## config.mk

```make
export PLATFORM = sky130hd
export DESIGN_NAME = ssc_isqrt
export DESIGN_NICKNAME = d
export VERILOG_FILES = /design/src/ssc_isqrt.sv
export SDC_FILE = /design/constraint.sdc
export NUM_CORES = 1
export LEC_CHECK = 0
export ABC_AREA = 1
export BUFFER_PORTS_ARGS = -buffer_cell sky130_fd_sc_hd__buf_2
export CAP_MARGIN = 10
export CORE_MARGIN = 2
export CORE_UTILIZATION = 45
export CTS_CLUSTER_DIAMETER = 150
export DETAILED_ROUTE_END_ITERATION = 16
export SYNTH_ARGS = -nofsm -noshare
export SYNTH_HDL_FRONTEND = slang
export SYNTH_SLANG_ARGS = --single-unit
```

## constraint.sdc

```tcl
create_clock -name i_clk -period 2.43 [get_ports i_clk]
set_input_delay 0.243 -clock i_clk [delete_from_list [all_inputs] [get_ports i_clk]]
set_output_delay 0.243 -clock i_clk [all_outputs]
set_load 0.005 [all_outputs]
```

## src/ssc_isqrt.sv

```systemverilog
// ----------------------------------------------------------------------------
// ssc_isqrt
// Pipelined floor square root, one root bit per stage, several lanes that
// share valid and side data.
// ----------------------------------------------------------------------------
module ssc_isqrt #(
    parameter int LANES = 1,
    parameter int IN_W  = 8,
    parameter int TAG_W = 1
) (
    input  logic                             i_clk,
    input  logic                             i_rst_n,
    input  logic                             i_en,
    input  logic                             i_valid,
    input  logic [TAG_W-1:0]                 i_tag,
    input  logic [LANES-1:0][IN_W-1:0]       i_rad,
    output logic                             o_valid,
    output logic [TAG_W-1:0]                 o_tag,
    output logic [LANES-1:0][IN_W/2-1:0]     o_root
);

    localparam int K     = IN_W / 2;
    localparam int REM_W = K + 2;

    logic [K:0]                      r_valid;
    logic [TAG_W-1:0]                r_tag  [0:K];
    logic [LANES-1:0][IN_W-1:0]      r_rad  [0:K];
    logic [LANES-1:0][REM_W-1:0]     r_rem  [0:K];
    logic [LANES-1:0][K-1:0]         r_root [0:K];
    logic [LANES-1:0][IN_W-1:0]      n_rad  [1:K];
    logic [LANES-1:0][REM_W-1:0]     n_rem  [1:K];
    logic [LANES-1:0][K-1:0]         n_root [1:K];

    always_comb begin
        logic [REM_W-1:0] v_try;
        logic [REM_W-1:0] v_trial;
        for (int s = 1; s <= K; s++) begin
            for (int l = 0; l < LANES; l++) begin
                // bring down the next two radicand bits
                v_try   = {r_rem[s-1][l][K-1:0], r_rad[s-1][l][IN_W-1 -: 2]};
                v_trial = {r_root[s-1][l], 2'b01};
                n_rad[s][l] = r_rad[s-1][l] << 2;
                if (v_try >= v_trial) begin
                    n_rem[s][l]  = v_try - v_trial;
                    n_root[s][l] = {r_root[s-1][l][K-2:0], 1'b1};
                end else begin
                    n_rem[s][l]  = v_try;
                    n_root[s][l] = {r_root[s-1][l][K-2:0], 1'b0};
                end
            end
        end
    end

    always_ff @(posedge i_clk) begin
        if (!i_rst_n) begin
            r_valid <= '0;
        end else if (i_en) begin
            r_valid <= {r_valid[K-1:0], i_valid};
        end
    end

    always_ff @(posedge i_clk) begin
        if (i_en) begin
            r_tag[0]  <= i_tag;
            r_rad[0]  <= i_rad;
            r_rem[0]  <= '0;
            r_root[0] <= '0;
            for (int s = 1; s <= K; s++) begin
                r_tag[s]  <= r_tag[s-1];
                r_rad[s]  <= n_rad[s];
                r_rem[s]  <= n_rem[s];
                r_root[s] <= n_root[s];
            end
        end
    end

    assign o_valid = r_valid[K];
    assign o_tag   = r_tag[K];
    assign o_root  = r_root[K];

endmodule

```

; Word level (Yosys, flattened, before mapping)
; Memory sizes are Yosys's and may differ from the RTL's.
; Cells that the tools add are included.
[classes]
magnitude_cmp = 4
addsub = 4
n_mux = 10
[op_table]
columns = cell, count
row1 = $ge A6 B6 Y1, 4
row2 = $mux W6, 4
row3 = $sub A6 B6 Y6, 4
row4 = $mux W1, 6
[word_totals]
mem_bits_rw = 95
out_inout_bits = 6
elab_cells = 23
in_bits = 13
register_bits = 5
mem_count = 4
[mem_list]
columns = name, words, word_bits, read_ports, rd_clocked_by_memory_dff, wr, line
row1 = r_rad, 5, 8, 4, 0, 5, 27  ; logic [LANES-1:0][IN_W-1:0] r_rad [0:K];
row2 = r_rem, 5, 6, 4, 0, 5, 28  ; logic [LANES-1:0][REM_W-1:0] r_rem [0:K];
row3 = r_root, 5, 4, 5, 0, 5, 29  ; logic [LANES-1:0][K-1:0] r_root [0:K];
row4 = r_tag, 5, 1, 5, 0, 5, 26  ; logic [TAG_W-1:0] r_tag [0:K];

; Logic depth before layout (Yosys ltp)
; An unclocked memory read counts as a cell.
[logic_depth]
word_depth = 3
depth_mapped = 9
mapped_depth_nobuf = 9

; Worst setup path before layout
; No wires, ideal clock.
[synth_timing]
kind = flip-flop to flip-flop
from = mem r_rem[0][12] (netlist name)
to = mem r_rem[0][21] (netlist name), data pin
setup_time_ns = 0.252
t_arrival_ns = 1.137
path_buffers = 0
t_required_ns = 2.178
setup_slack_ns = 1.041
path_stages_with_launch = 8
synth_period_minus_slack_ns = 1.389
path_cell_list = edfxtp_1 ha_1 nand2_1 nand3b_1 nand2_2 nand2_4 nand2_1 nand2_1
[synth_rtl]
columns = item, line
row1 = from (decl), 28

==> flow_summary.ini <==
[timing]
fin_ws_ns = 0.864
maxSlewViolCount = 0
fmax_mhz = 639
worst_slew_pin_slew_ns = 0.574
setup_viol = 0
report.final.hold_viol_count = 0
period_share_pct = 64.4
rsz0062_at_grt = false
slew-limit-headroom_pct = 61.7
clock_skew_ns = 0.00837
fin_crit_ns = 1.57
tns_ns = 0

[cells_and_area]
nets = 196
num_antenna_cells = 0
fillers = 396
syn_to_final_growth_pct = 13.9
final_core_util_pct = 52.8
drive_above_1_share_pct = 19.5
final_cell_area_um2 = 2280
stdcell_count = 226

[synth]
yosysUniqueCellTypes = 20
synthesis.instances = 146
yosysTopAreaCell = edfxtp_1
yosysTopAreaCellShare_pct = 68.9
synth_commonest_cells = 46 x edfxtp_1, 19 x inv_1, 18 x nand2_1, 18 x nor2_1, 10 x ha_1
syn-mean-instance-area_um2 = 13.7
syn_area_um2 = 2000
synth_nets = 169
synth_seq_cells = 51
seq_area_frac_synth_pct = 73.9
ys_warn_count = 0
synth_ff_type = edfxtp_1
synth_most_common_cell = edfxtp_1
synth_edf_count = 46
synth_area_leaders = edfxtp_1 69%, ha_1 6.2%, dfxtp_1 5.0%
async_flop_share_pct = 0

[floorplanning]
fp.dieW_um = 70.7
start_util_pct = 46.4
die_h_um = 70.7
fp-row-count = 24
die_area_um2 = 5000
core_um2 = 4320
io_pins = 19

[clock_tree]
cts.repair.resized = 0
cts_root_buffer = clkbuf_8
htreeDepth = 2
cts_buffers = 5
ctsHoldBuffers = 0
postCtsSetupBuffers = 0
cts_buffer_depth = 2
clk_latency_ns = 0.30
clock-sinks = 51
clk_pin_slew_ns = 0.09
cts_tree = done

[grt]
grt_pass1_wl_um = 4620
grt_usage_pct = 12.0
grt_pass1_vias = 1131
antenna_found_initial = 0
overflow = 0
grt_max_degree = 28

[worst_setup_path]
start_kind = register
cp.arrival_ns = 1.63
crit_fanout = 5
worst_ep_required_time_ns = 2.49
critPathKind = register to register
endpoint_kind = register

[power_and_ir_drop]
cellLeakagePower_nw = 0.968
clkPwrFrac_pct = 30.0
switchingPower_w = 0.000393
p_int_w = 0.00137
switching_share_pct = 22.3
seq_power_share_pct = 60.6
p_comb_share_pct = 9.4
peakVddDrop_mv = 0.474
powerDensity_nw_per_um2 = 774

[placement]
dpl_cell_area_um2 = 2170
port_buffers = 18
placed_cells = 218
hpwl_um = 1900
dp_slack_ns = 0.904
place.gp.congestion = 0.710

[routing]
remaining_drc_errors = 0
ant_nets = 0
routed-via-count = 1097
firstDrtPassIters = 4
first_iter_violations = 17
wl_per_cell_um = 11.8
drt-total-wl_um = 2670
avgViaCountPerCell = 4.85

[outcome]
status = finished, final reports clean

[hold_path]
hold_class = primary input to register

[run]
maxCapViolCount = 0
## registers in the layout, summed over array words and instances (netlist names)
signal   flops
r_valid      5
r_root      10
r_rad       20
r_tag        5
r_rem       11
## worst paths after layout
| path | start | end | slack [ns] | depth (start not counted) |
|---|---|---|---|---|
| setup / recovery | r_rad[0][23]$_DFFE_PP_ | r_rem[0][21]$_DFFE_PP_ | 0.86 | 9 |
| hold / removal | i_rad[3] | r_rad[0][3]$_DFFE_PP_ | 0.11 | 1 |
| setup reg to reg | r_rad[0][23]$_DFFE_PP_ | r_rem[0][21]$_DFFE_PP_ | 0.86 | 9 |
| hold reg to reg | r_rad[0][4]$_DFFE_PP_ | r_rad[0][14]$_DFFE_PP_ | 0.42 | 0 |
## per-stage QoR
stage | total power [W] | hold WS, ns
6_report | 0.00177 | 0.115
3_3_place_gp | 0.00124 | 0.403
5_1_grt | 0.00184 | 0.0954
3_5_place_dp | 0.00126 | 0.407
2_1_floorplan | 0.00119 | 0.342
4_1_cts | 0.00178 | 0.103
## layer usage
| metal | track usage (%) | up-vias | routed length [um] |
|---|---|---|---|
| met4 | 5.03 | 0 | 50 |
| met3 | 4.42 | 6 | 129 |
| met1 | 11.8 | 519 | 1070 |
| li1 | - | 549 | - |
| met2 | 22.3 | 23 | 1420 |
| met5 | 0 | - | 0 |
## layout by cell type (no fill, tap or decap), types with 5 or more instances in the layout
cell type	instances
nand3_1	7
inv_1	19
clkbuf_8	5
nor2_1	18
buf_2	18
nand2_1	18
edfxtp_1	46
ha_1	10
dfxtp_1	5
o21ai_0	6
## power by group through the flow
| stage | clock, W | sequential (W) | combinational, W |
|---|---|---|---|
| after global routing | 0.000575 | 0.00108 | 0.000192 |
| final | 0.000530 | 0.00107 | 0.000166 |
| after global placement | 0 | 0.00109 | 0.000156 |
| after detailed placement | 0 | 0.00109 | 0.000166 |
| after floorplan | 0 | 0.00108 | 0.000108 |
| after CTS | 0.000545 | 0.00107 | 0.000168 |
## logic make-up after synthesis
logic type / share of synthesized area [%]
other: 0.187
buffers and inverters: 3.56
AOI/OAI and AO/OA: 3.12
adders and majority gates: 6.24
and+or+nand+nor: 11.7
DFF: 73.9
xor gates and xnor gates: 1.31
## final cells by class
type | count | area, um^2 | share of cell area [%]
clock inverter | 2 | 13.8 | 0.603
tap | 52 | 65.1 | 2.85
clock buffer | 6 | 93.8 | 4.11
sequential | 51 | 1480 | 64.9
inverter | 19 | 71.3 | 3.12
timing repair buffer | 20 | 105 | 4.61
multi-input combinational | 76 | 452 | 19.8
## critical path, stage by stage, from the launching register on
cell and delay, ns:
edfxtp_1 0.43, inv_1 0.14, ha_1 0.21, inv_1 0.06, nand2_1 0.05, nand3b_1 0.09, nand2_2 0.14, nand2_4 0.07
nand2_1 0.08, nand2_1 0.04
(Power assumes the default switching activity.)
