==> config.mk <==
export PLATFORM = sky130hd
export DESIGN_NAME = ssc_div
export DESIGN_NICKNAME = d
export VERILOG_FILES = /design/src/ssc_div.sv
export SDC_FILE = /design/constraint.sdc
export NUM_CORES = 1
export LEC_CHECK = 0
export ABC_CLOCK_PERIOD_IN_PS = 3900
export BUFFER_PORTS_ARGS = -buffer_cell sky130_fd_sc_hd__buf_2
export CORE_ASPECT_RATIO = 0.8
export CORE_UTILIZATION = 60
export DETAILED_ROUTE_END_ITERATION = 8
export GPL_TIMING_DRIVEN = 0
export HOLD_SLACK_MARGIN = 0.12
export PLACE_DENSITY_LB_ADDON = 0.25
export SYNTH_ARGS = -nofsm -noshare
export SYNTH_HDL_FRONTEND = slang
export SYNTH_SLANG_ARGS = --single-unit
==> constraint.sdc <==
create_clock -name i_clk -period 3.9 [get_ports i_clk]
set_input_delay 0.585 -clock i_clk [delete_from_list [all_inputs] [get_ports i_clk]]
set_output_delay 0.585 -clock i_clk [all_outputs]
set_load 0.05 [all_outputs]
==> src/ssc_div.sv <==
// ----------------------------------------------------------------------------
// ssc_div
// Pipelined restoring divider, one quotient bit per stage, lanes sharing one
// divisor. A quotient that does not fit QB bits comes out as all ones.
// ----------------------------------------------------------------------------
module ssc_div #(
    parameter int LANES = 1,
    parameter int NUM_W = 16,
    parameter int DEN_W = 8,
    parameter int QB    = 8,
    parameter int TAG_W = 1
) (
    input  logic                         i_clk,
    input  logic                         i_rst_n,
    input  logic                         i_en,
    input  logic                         i_valid,
    input  logic [TAG_W-1:0]             i_tag,
    input  logic [LANES-1:0][NUM_W-1:0]  i_num,
    input  logic [DEN_W-1:0]             i_den,
    output logic                         o_valid,
    output logic [TAG_W-1:0]             o_tag,
    output logic [LANES-1:0][QB-1:0]     o_quo
);

    localparam int HI_W  = NUM_W - QB;
    localparam int CMP_W = (HI_W > DEN_W) ? HI_W : DEN_W;

    logic [QB:0]                      r_valid;
    logic [TAG_W-1:0]                 r_tag [0:QB];
    logic [DEN_W-1:0]                 r_den [0:QB];
    logic [LANES-1:0]                 r_ovf [0:QB];
    logic [LANES-1:0][DEN_W-1:0]      r_rem [0:QB];
    logic [LANES-1:0][QB-1:0]         r_low [0:QB];
    logic [LANES-1:0][QB-1:0]         r_quo [0:QB];
    logic [LANES-1:0][DEN_W-1:0]      n_rem [1:QB];
    logic [LANES-1:0][QB-1:0]         n_quo [1:QB];
    logic [LANES-1:0][CMP_W-1:0]      w_hi;
    logic [CMP_W-1:0]                 w_den;

    always_comb begin
        w_den = CMP_W'(i_den);
        for (int l = 0; l < LANES; l++) begin
            w_hi[l] = CMP_W'(i_num[l][NUM_W-1:QB]);
        end
    end

    always_comb begin
        logic [DEN_W:0] v_try;
        for (int s = 1; s <= QB; s++) begin
            for (int l = 0; l < LANES; l++) begin
                v_try = {r_rem[s-1][l], r_low[s-1][l][QB-1]};
                if (v_try >= {1'b0, r_den[s-1]}) begin
                    n_rem[s][l] = DEN_W'(v_try - {1'b0, r_den[s-1]});
                    n_quo[s][l] = {r_quo[s-1][l][QB-2:0], 1'b1};
                end else begin
                    n_rem[s][l] = v_try[DEN_W-1:0];
                    n_quo[s][l] = {r_quo[s-1][l][QB-2:0], 1'b0};
                end
            end
        end
    end

    always_ff @(posedge i_clk) begin
        if (!i_rst_n) begin
            r_valid <= '0;
        end else if (i_en) begin
            r_valid <= {r_valid[QB-1:0], i_valid};
        end
    end

    always_ff @(posedge i_clk) begin
        if (i_en) begin
            r_tag[0] <= i_tag;
            r_den[0] <= i_den;
            r_quo[0] <= '0;
            for (int l = 0; l < LANES; l++) begin
                r_ovf[0][l] <= (w_hi[l] >= w_den);
                r_rem[0][l] <= w_hi[l][DEN_W-1:0];
                r_low[0][l] <= i_num[l][QB-1:0];
            end
            for (int s = 1; s <= QB; s++) begin
                r_tag[s] <= r_tag[s-1];
                r_den[s] <= r_den[s-1];
                r_ovf[s] <= r_ovf[s-1];
                r_rem[s] <= n_rem[s];
                r_quo[s] <= n_quo[s];
                for (int l = 0; l < LANES; l++) begin
                    r_low[s][l] <= r_low[s-1][l] << 1;
                end
            end
        end
    end

    always_comb begin
        for (int l = 0; l < LANES; l++) begin
            o_quo[l] = r_ovf[QB][l] ? '1 : r_quo[QB][l];
        end
    end

    assign o_valid = r_valid[QB];
    assign o_tag   = r_tag[QB];

endmodule

# Word level (Yosys, flattened, before mapping)
# Memories as Yosys holds them, arrays and structs flattened.
# Cells that the tools add are included.
[totals] ff_bits=9 ramBits=306 elab_cells=43 mem_count=6
[mem_list] name="r_den" words=9 width=8 rd=8 rd_ports_with_merged_regs=0 write_ports=9 line_no="30" rtl="logic [DEN_W-1:0] r_den [0:QB];"
[mem_list] name="r_low" words=9 width=8 rd=8 rd_ports_with_merged_regs=0 write_ports=9 line_no="33" rtl="logic [LANES-1:0][QB-1:0] r_low [0:QB];"
[mem_list] name="r_quo" words=9 width=8 rd=9 rd_ports_with_merged_regs=0 write_ports=9 line_no="34" rtl="logic [LANES-1:0][QB-1:0] r_quo [0:QB];"
[mem_list] name="r_rem" words=9 width=8 rd=8 rd_ports_with_merged_regs=0 write_ports=9 line_no="32" rtl="logic [LANES-1:0][DEN_W-1:0] r_rem [0:QB];"
[mem_list] name="r_ovf" words=9 width=1 rd=9 rd_ports_with_merged_regs=0 write_ports=9 line_no="31" rtl="logic [LANES-1:0] r_ovf [0:QB];"
[mem_list] name="r_tag" words=9 width=1 rd=9 rd_ports_with_merged_regs=0 write_ports=9 line_no="29" rtl="logic [TAG_W-1:0] r_tag [0:QB];"
[op_classes] addsub=8 magnitude_cmp=9 muxes=19
[ops] operator="9-bit by 8-bit greater-or-equal comparator with 1-bit output" count=8
[ops] operator="8-bit 2-to-1 mux" count=9
[ops] operator="8-bit subtractor" count=8
[ops] operator="1-bit 2-to-1 mux" count=10
[ops] operator="8-bit greater-or-equal comparator" count=1

# Depth between registers and ports, before layout
# Gate-level depths: netlist of the first run.
[depth] depth_word=2 depth_mapped=8

# Worst setup path before layout of the first run
# Ideal clock, no wire load.
[synth_timing] kind="register -> register" startpoint="memory r_rem[0][2] in the netlist's numbering" endpoint="memory r_rem[0][10] in the netlist's numbering (data pin)" t_arrival_ns=1.938 setup_slack_ns=1.702 path_stages_with_launch=7 path_buffers=0 period_less_slack_ns=2.198 cell_sequence="edfxtp_1 -> ha_1 -> a21o_1 -> a21oi_2 -> a31oi_1 -> nor4_4 -> mux2_2"
[synth_lines] item="from (decl)" line_no="32"

==> results.yml, run 1 <==
synth:
  synth.distinct_cells: 49
  yosys-top-cells-area: "sky130_fd_sc_hd__edfxtp_1 62%, sky130_fd_sc_hd__ha_1 8.5%, sky130_fd_sc_hd__inv_1 3.2%"
  netlist_area_um2: 10600
  yosys.cell_count.top_type: "sky130_fd_sc_hd__edfxtp_1"
  synth_seq_cells: 227
  postSynthAreaPerCell_um2: 13.8
  yosysSeqAreaShare_pct: 63.6
  synth_largest_type_area_fraction_pct: 61.9
  post_synth_most_frequent_cells: "218 x sky130_fd_sc_hd__edfxtp_1, 90 x sky130_fd_sc_hd__inv_1, 72 x sky130_fd_sc_hd__ha_1, 55 x sky130_fd_sc_hd__o21ai_0, 36 x sky130_fd_sc_hd__nand2_1"
  post-synth-top-area-cell: "sky130_fd_sc_hd__edfxtp_1"
  proportion_of_synthesized_flip_flops_having_asynchronous_set_or_reset_pct: 0
  syn-instance-count: 765
  synth_enable_flop_cells: 218
  synth-warning-count: 0
  synth_fp_nets: 873
  postSynth.topFlopCell: "sky130_fd_sc_hd__edfxtp_1"
detailed_routing:
  remaining_drc_errors: 0
  postRouteAntennaNets: 0
  route.detailed.vias_per_inst: 5.62
  detail_route.first_pass.iterations: 5
  dr_total_vias: 6005
  routed_wl_um: 16800
  avgRoutedWirePerCell_um: 15.7
  drt_iter0_markers: 295
clock_tree:
  clk_transition_reported_paths_ns: 0.06
  cts.sinks: 227
  cts_root_buf: "sky130_fd_sc_hd__clkbuf_16"
  tritoncts: "yes"
  cts.hold.buffers_added: 0
  clock_tree.htree_level_count: 1
  post_cts_buffers: 0
  cts_max_path_buffers: 3
  tritoncts.num_buffers: 22
  clk-insertion-delay-late_ns: 0.50
  post_cts_resize_count: 0
sta:
  worstMarginPinSlew_ns: 0.711
  finalSetupViolCount: 0
  timing.final.max_slew_violations: 0
  max_clock_freq_mhz: 404
  setup-tns-final_ns: 0
  slew-limit-headroom_pct: 52.6
  finalWorstSetupSlack_ns: 1.43
  final_min_period_over_clock_period_pct: 63.5
  grt_setup_unrepaired: "false"
  finClkSkew_ns: 0.00954
  timing.final.crit_period_ns: 2.47
  finalHoldViolCount: 0
hold_path:
  min_from: "i_num[4]"
  min_path_type: "primary input to flip-flop"
global_routing:
  grt_start_max_net_pins: 125
  grt_pass1_wl_um: 27000
  overflow_after_grt: 0
  gr-usage-all-layers_pct: 18.9
  grt_antenna_before_repair: 0
  first_global_vias: 5963
placement:
  pre_cts_ws_ns: 1.14
  routabilityCongestion: 0.907
  detailed_place_hpwl_um: 11700
  portBuffers: 38
final_layout:
  layout-drive-gt1-share_pct: 14.1
  antenna_cells: 0
  layout.nets: 936
  num-fill-cells: 1178
  area_growth_pct: 11.5
critical_path:
  worstSetupStartpointType: "flip-flop"
  crit_fanout: 8
  timing.setup.critical_path_class: "flip-flop to flip-flop"
  timing.critical_path.to_type: "flip-flop"
  crit-reg2reg-launch: "r_rem[0][2]"
  timing.critical_path.required_ns: 4.14
  critPathArrivalTime_ns: 2.72
  timing.critical_path.from: "r_rem[0][2]"
floorplanning:
  die-width_um: 150
  core_area_um2: 17300
  design.die.area_um2: 18200
  die-height_um: 121
  number_of_placement_rows: 43
  io-pin-count: 39
  initial_cell_density_of_the_core_pct: 61.2
run:
  max_cap_viol_count: 0
pwr:
  power_density_nw_per_um2: 630
  fin_total_pwr_mw: 7.42
  p_leak_nw: 4.67
  max_rail_drop_vdd_mv: 0.356
run_status:
  status: "completed"
[path summary, 6_finish.rpt]
| path | depth (start not counted) | slack [ns] | end |
|---|---|---|---|
| min reg2reg | 0 | 0.41 | r_quo[0][35] |
| max | 6 | 1.43 | r_rem[0][12] |
| min | 1 | 0.26 | r_low[0][4] |
| max reg2reg | 6 | 1.43 | r_rem[0][12] |
[per-stage QoR]
step / area, um2 / hold slack (ns) / utilization, % / instances
2_1_floorplan: 10600 / 0.400 / - / 765
3_3_place_gp: 11000 / 0.403 / 63.9 / 1028
3_5_place_dp: 11100 / 0.405 / 64.1 / 1029
4_1_cts: 11800 / 0.246 / 68.2 / 1068
5_1_grt: 11800 / 0.243 / 68.2 / 1068
6_report: 11800 / 0.263 / 68.2 / 1068
[layout make-up]
cell class / count / area (um2) / share of cell area [%]
sequential: 227 / 6730 / 57.1
multi-input combinational: 442 / 3480 / 29.5
clock buffer: 25 / 583 / 4.95
inverter: 90 / 338 / 2.87
tap: 225 / 282 / 2.39
timing repair buffer: 39 / 228 / 1.93
clock inverter: 14 / 124 / 1.05
buffer: 6 / 26.3 / 0.223
[flip-flops by register name, summed over array words and instances, names as in the netlist]
| signal | cells |
|---|---|
| r_ovf | 9 |
| r_rem | 64 |
| r_quo | 36 |
| r_den | 64 |
| r_tag | 9 |
| r_valid | 9 |
| r_low | 36 |
[report_power, final]
group | switching [mW] | internal, mW | total, mW
clock network | 0.852 | 1.21 | 2.06
registers | 0.172 | 3.19 | 3.36
logic | 1.11 | 0.892 | 2.00
total | 2.13 | 5.29 | 7.42
[cells by family (layout without fill, tap and decap cells)]
family / count (synthesis) / count (layout) / share of synthesized area [%]
buf+inv: 96 / 174 / 3.44
xor+xnor: 21 / 21 / 1.74
fa+ha+maj: 79 / 79 / 9.85
flops: 227 / 227 / 63.6
simple gates: 143 / 143 / 7.34
compound gates: 160 / 160 / 10.1
mux: 39 / 39 / 3.93
[placed cells by master, fill, tap and decap left out, types with 12 or more instances in the layout]
cell type                     n
sky130_fd_sc_hd__a21o_1      13
sky130_fd_sc_hd__a21oi_1     35
sky130_fd_sc_hd__buf_2       40
sky130_fd_sc_hd__clkbuf_16   23
sky130_fd_sc_hd__edfxtp_1   218
sky130_fd_sc_hd__ha_1        72
sky130_fd_sc_hd__inv_1       90
sky130_fd_sc_hd__mux2_2      20
sky130_fd_sc_hd__mux2i_1     19
sky130_fd_sc_hd__nand2_1     36
sky130_fd_sc_hd__nand3_1     13
sky130_fd_sc_hd__nor2_1      17
sky130_fd_sc_hd__nor2b_1     23
sky130_fd_sc_hd__o21a_1      12
sky130_fd_sc_hd__o21ai_0     55
[per-layer routing]
| metal | wire, um | global-route usage [%] | vias to the layer above |
|---|---|---|---|
| met1 | 6650 | 21.1 | 2849 |
| li1 | - | - | 2961 |
| met4 | 619 | 8.14 | 0 |
| met3 | 690 | 3.40 | 48 |
| met5 | 0 | 0 | - |
| met2 | 8840 | 35.2 | 147 |
[worst max-delay path, cell delays in order (launching register included)]
cell	delay [ns]
sky130_fd_sc_hd__edfxtp_1	0.39
sky130_fd_sc_hd__ha_1	0.37
sky130_fd_sc_hd__a21o_1	0.22
sky130_fd_sc_hd__a21oi_2	0.19
sky130_fd_sc_hd__a31oi_1	0.15
sky130_fd_sc_hd__nor4_4	0.50
sky130_fd_sc_hd__mux2_2	0.41
Note: power is estimated with default switching activity, not from simulation.
==> run 2, diff against run 1 <==
--- a/config.mk
+++ b/config.mk
@@ -5,10 +5,10 @@
 export SDC_FILE = /design/constraint.sdc
 export NUM_CORES = 1
 export LEC_CHECK = 0
-export ABC_CLOCK_PERIOD_IN_PS = 3900
+export ABC_CLOCK_PERIOD_IN_PS = 2230
 export BUFFER_PORTS_ARGS = -buffer_cell sky130_fd_sc_hd__buf_2
 export CORE_ASPECT_RATIO = 0.8
-export CORE_UTILIZATION = 60
+export CORE_UTILIZATION = 56
 export DETAILED_ROUTE_END_ITERATION = 8
 export GPL_TIMING_DRIVEN = 0
 export HOLD_SLACK_MARGIN = 0.12
==> constraint.sdc (replaced) <==
create_clock -name i_clk -period 2.23 [get_ports i_clk]
set_input_delay 0.3345 -clock i_clk [delete_from_list [all_inputs] [get_ports i_clk]]
set_output_delay 0.3345 -clock i_clk [all_outputs]
set_load 0.05 [all_outputs]
==> results.yml, run 2 (synthesis gave the netlist of run 1 again) <==
floorplanning:
  core_area_um2: 18300
  io-pin-count: 39
  die-height_um: 125
  number_of_placement_rows: 44
  design.die.area_um2: 19400
  die-width_um: 156
  initial_cell_density_of_the_core_pct: 57.7
detailed_routing:
  dr_total_vias: 6282
  remaining_drc_errors: 0
  postRouteAntennaNets: 0
  routed_wl_um: 18000
  avgRoutedWirePerCell_um: 15.6
  drt_iter0_markers: 359
  route.detailed.vias_per_inst: 5.45
  detail_route.first_pass.iterations: 5
critical_path:
  crit-reg2reg-launch: "r_den[0][50]"
  timing.critical_path.to_type: "flip-flop"
  timing.setup.critical_path_class: "flip-flop to flip-flop"
  regToRegEndpoint: "r_rem[0][63]"
  setup.reg_to_reg.worst_slack_ns: 0.06
  crit_fanout: 4
  critPathArrivalTime_ns: 2.42
  worstSetupStartpointType: "flip-flop"
  timing.critical_path.required_ns: 2.48
  r2r.worst_path.cells: 8
clock_tree:
  clk-insertion-delay-late_ns: 0.50
  cts_max_path_buffers: 3
  cts_root_buf: "sky130_fd_sc_hd__clkbuf_16"
  clk_transition_reported_paths_ns: 0.06
  tritoncts.num_buffers: 23
  tritoncts: "yes"
  clock_tree.htree_level_count: 1
  cts.sinks: 227
global_routing:
  grt_antenna_before_repair: 0
  grt_start_max_net_pins: 135
  overflow_after_grt: 0
  grt_util_met3_pct: 3.10
  busiest_layer: "met2"
  grt_pass1_wl_um: 29500
  first_global_vias: 6456
  groute.layer.met1.usage_pct: 21.5
  met2_usage_pct: 34.7
  gr-usage-all-layers_pct: 18.9
hold_path:
  min_path_type: "primary input to flip-flop"
  hold_path_end: "r_valid[2]"
  min_from: "i_rst_n"
  whs_path_depth: 2
placement:
  pre_cts_ws_ns: -0.259
  detailed_place_hpwl_um: 11700
  routabilityCongestion: 0.922
  portBuffers: 38
pwr:
  fin_total_pwr_mw: 14.2
  power_density_nw_per_um2: 1120
  p_leak_nw: 5.01
  max_rail_drop_vdd_mv: 0.557
sta:
  timing.final.crit_period_ns: 2.17
  slew-limit-headroom_pct: 56.2
  max_clock_freq_mhz: 460
  final_min_period_over_clock_period_pct: 97.4
  finClkSkew_ns: 0.00673
  worstMarginPinSlew_ns: 0.656
  finalHoldViolCount: 0
  timing.final.max_slew_violations: 0
  finalSetupViolCount: 0
  finalWorstSetupSlack_ns: 0.0571
  fin_hold_ws_ns: 0.157
final_layout:
  final_cell_mix: "218 x sky130_fd_sc_hd__edfxtp_1, 88 x sky130_fd_sc_hd__inv_1, 57 x sky130_fd_sc_hd__ha_1, 43 x sky130_fd_sc_hd__o21ai_0, 38 x sky130_fd_sc_hd__buf_2"
  antenna_cells: 0
  finish.utilization_pct: 69.2
  layout.nets: 991
  leading_cell_type_in_the_layout_fill_and_taps_excluded: "sky130_fd_sc_hd__edfxtp_1"
  area_growth_pct: 20.1
  layout-drive-gt1-share_pct: 20.6
  biggestRegsByFlops: "r_den (64), r_rem (64)"
run_status:
  status: "completed"
run:
  max_cap_viol_count: 0
==> run 2: changes by cell type in the layout (fill, tap and decap cells not counted), moves of 5 or more <==
cell | previous run | this run
sky130_fd_sc_hd__a21oi_1 | 35 | 30
sky130_fd_sc_hd__a21oi_2 | 2 | 7
sky130_fd_sc_hd__buf_4 | 0 | 27
sky130_fd_sc_hd__bufinv_16 | 2 | 7
sky130_fd_sc_hd__dlygate4sd3_1 | 0 | 25
sky130_fd_sc_hd__ha_1 | 72 | 57
sky130_fd_sc_hd__ha_4 | 0 | 11
sky130_fd_sc_hd__o21ai_0 | 55 | 43
sky130_fd_sc_hd__o21ai_1 | 0 | 10
==> run 2: how the worst max path moves through the flow <==
stage,startpoint,to,slack (ns)
global placement,i_en,r_valid[0],-2.39
CTS,r_den[0][3],r_rem[0][12],-0.0005
global route,r_low[0][39],r_rem[0][42],-0.03
floorplan,r_rem[0][2],r_rem[0][10],0.03
detailed placement,r_rem[0][2],r_rem[0][10],-0.26
finish,r_den[0][50],r_rem[0][63],0.06
==> run 2: critical path: stages, from the launching register on <==
cell and delay, ns:
sky130_fd_sc_hd__edfxtp_1 0.38, sky130_fd_sc_hd__inv_1 0.06, sky130_fd_sc_hd__ha_1 0.35, sky130_fd_sc_hd__nand2_1 0.09, sky130_fd_sc_hd__o21ai_0 0.37, sky130_fd_sc_hd__a221oi_4 0.14
sky130_fd_sc_hd__buf_4 0.17, sky130_fd_sc_hd__a31o_2 0.21, sky130_fd_sc_hd__o22a_1 0.15
==> run 2: per-stage QoR <==
stage | std cells | setup TNS, ns | area, um2
floorplan | 765 | 0 | 10600
global placement | 1056 | -438.03 | 11100
detailed placement | 1057 | -7.65 | 11100
CTS | 1144 | -0.000492 | 12500
global route | 1152 | -0.143 | 12700
finish | 1152 | 0 | 12700
==> run 2: what timing repair did <==
item	CTS	global route
resized for setup	17	43
pin swaps	13	9
endpoints found under the setup margin	46	46
buffers inserted	21	8
hold buffers	25	0
hold endpoints to repair	25	0
==> run 2: cell type report <==
cell class / instances / area (um2)
multi-input cells: 442 / 3710
plain buffers: 6 / 35.0
well taps: 253 / 317
clock inverters: 15 / 259
fillers: 1198 / 5640
clock buffers: 26 / 587
repair buffers: 93 / 716
flip-flops and latches: 227 / 6730
inverters: 90 / 338
==> run 2: per-layer routing <==
layer  share of wire, %  vias up
li1                   -     3065
met1                 41     3001
met2                 52      151
met3                3.0       65
met4                4.1        0
met5                  0        -
==> run 2: where the power goes <==
group | total, mW | leakage [nW] | internal (mW) | switching [mW]
registers | 5.90 | 2.20 | 5.58 | 0.324
clock network | 4.25 | 0.412 | 2.71 | 1.54
logic | 4.09 | 2.40 | 1.99 | 2.10
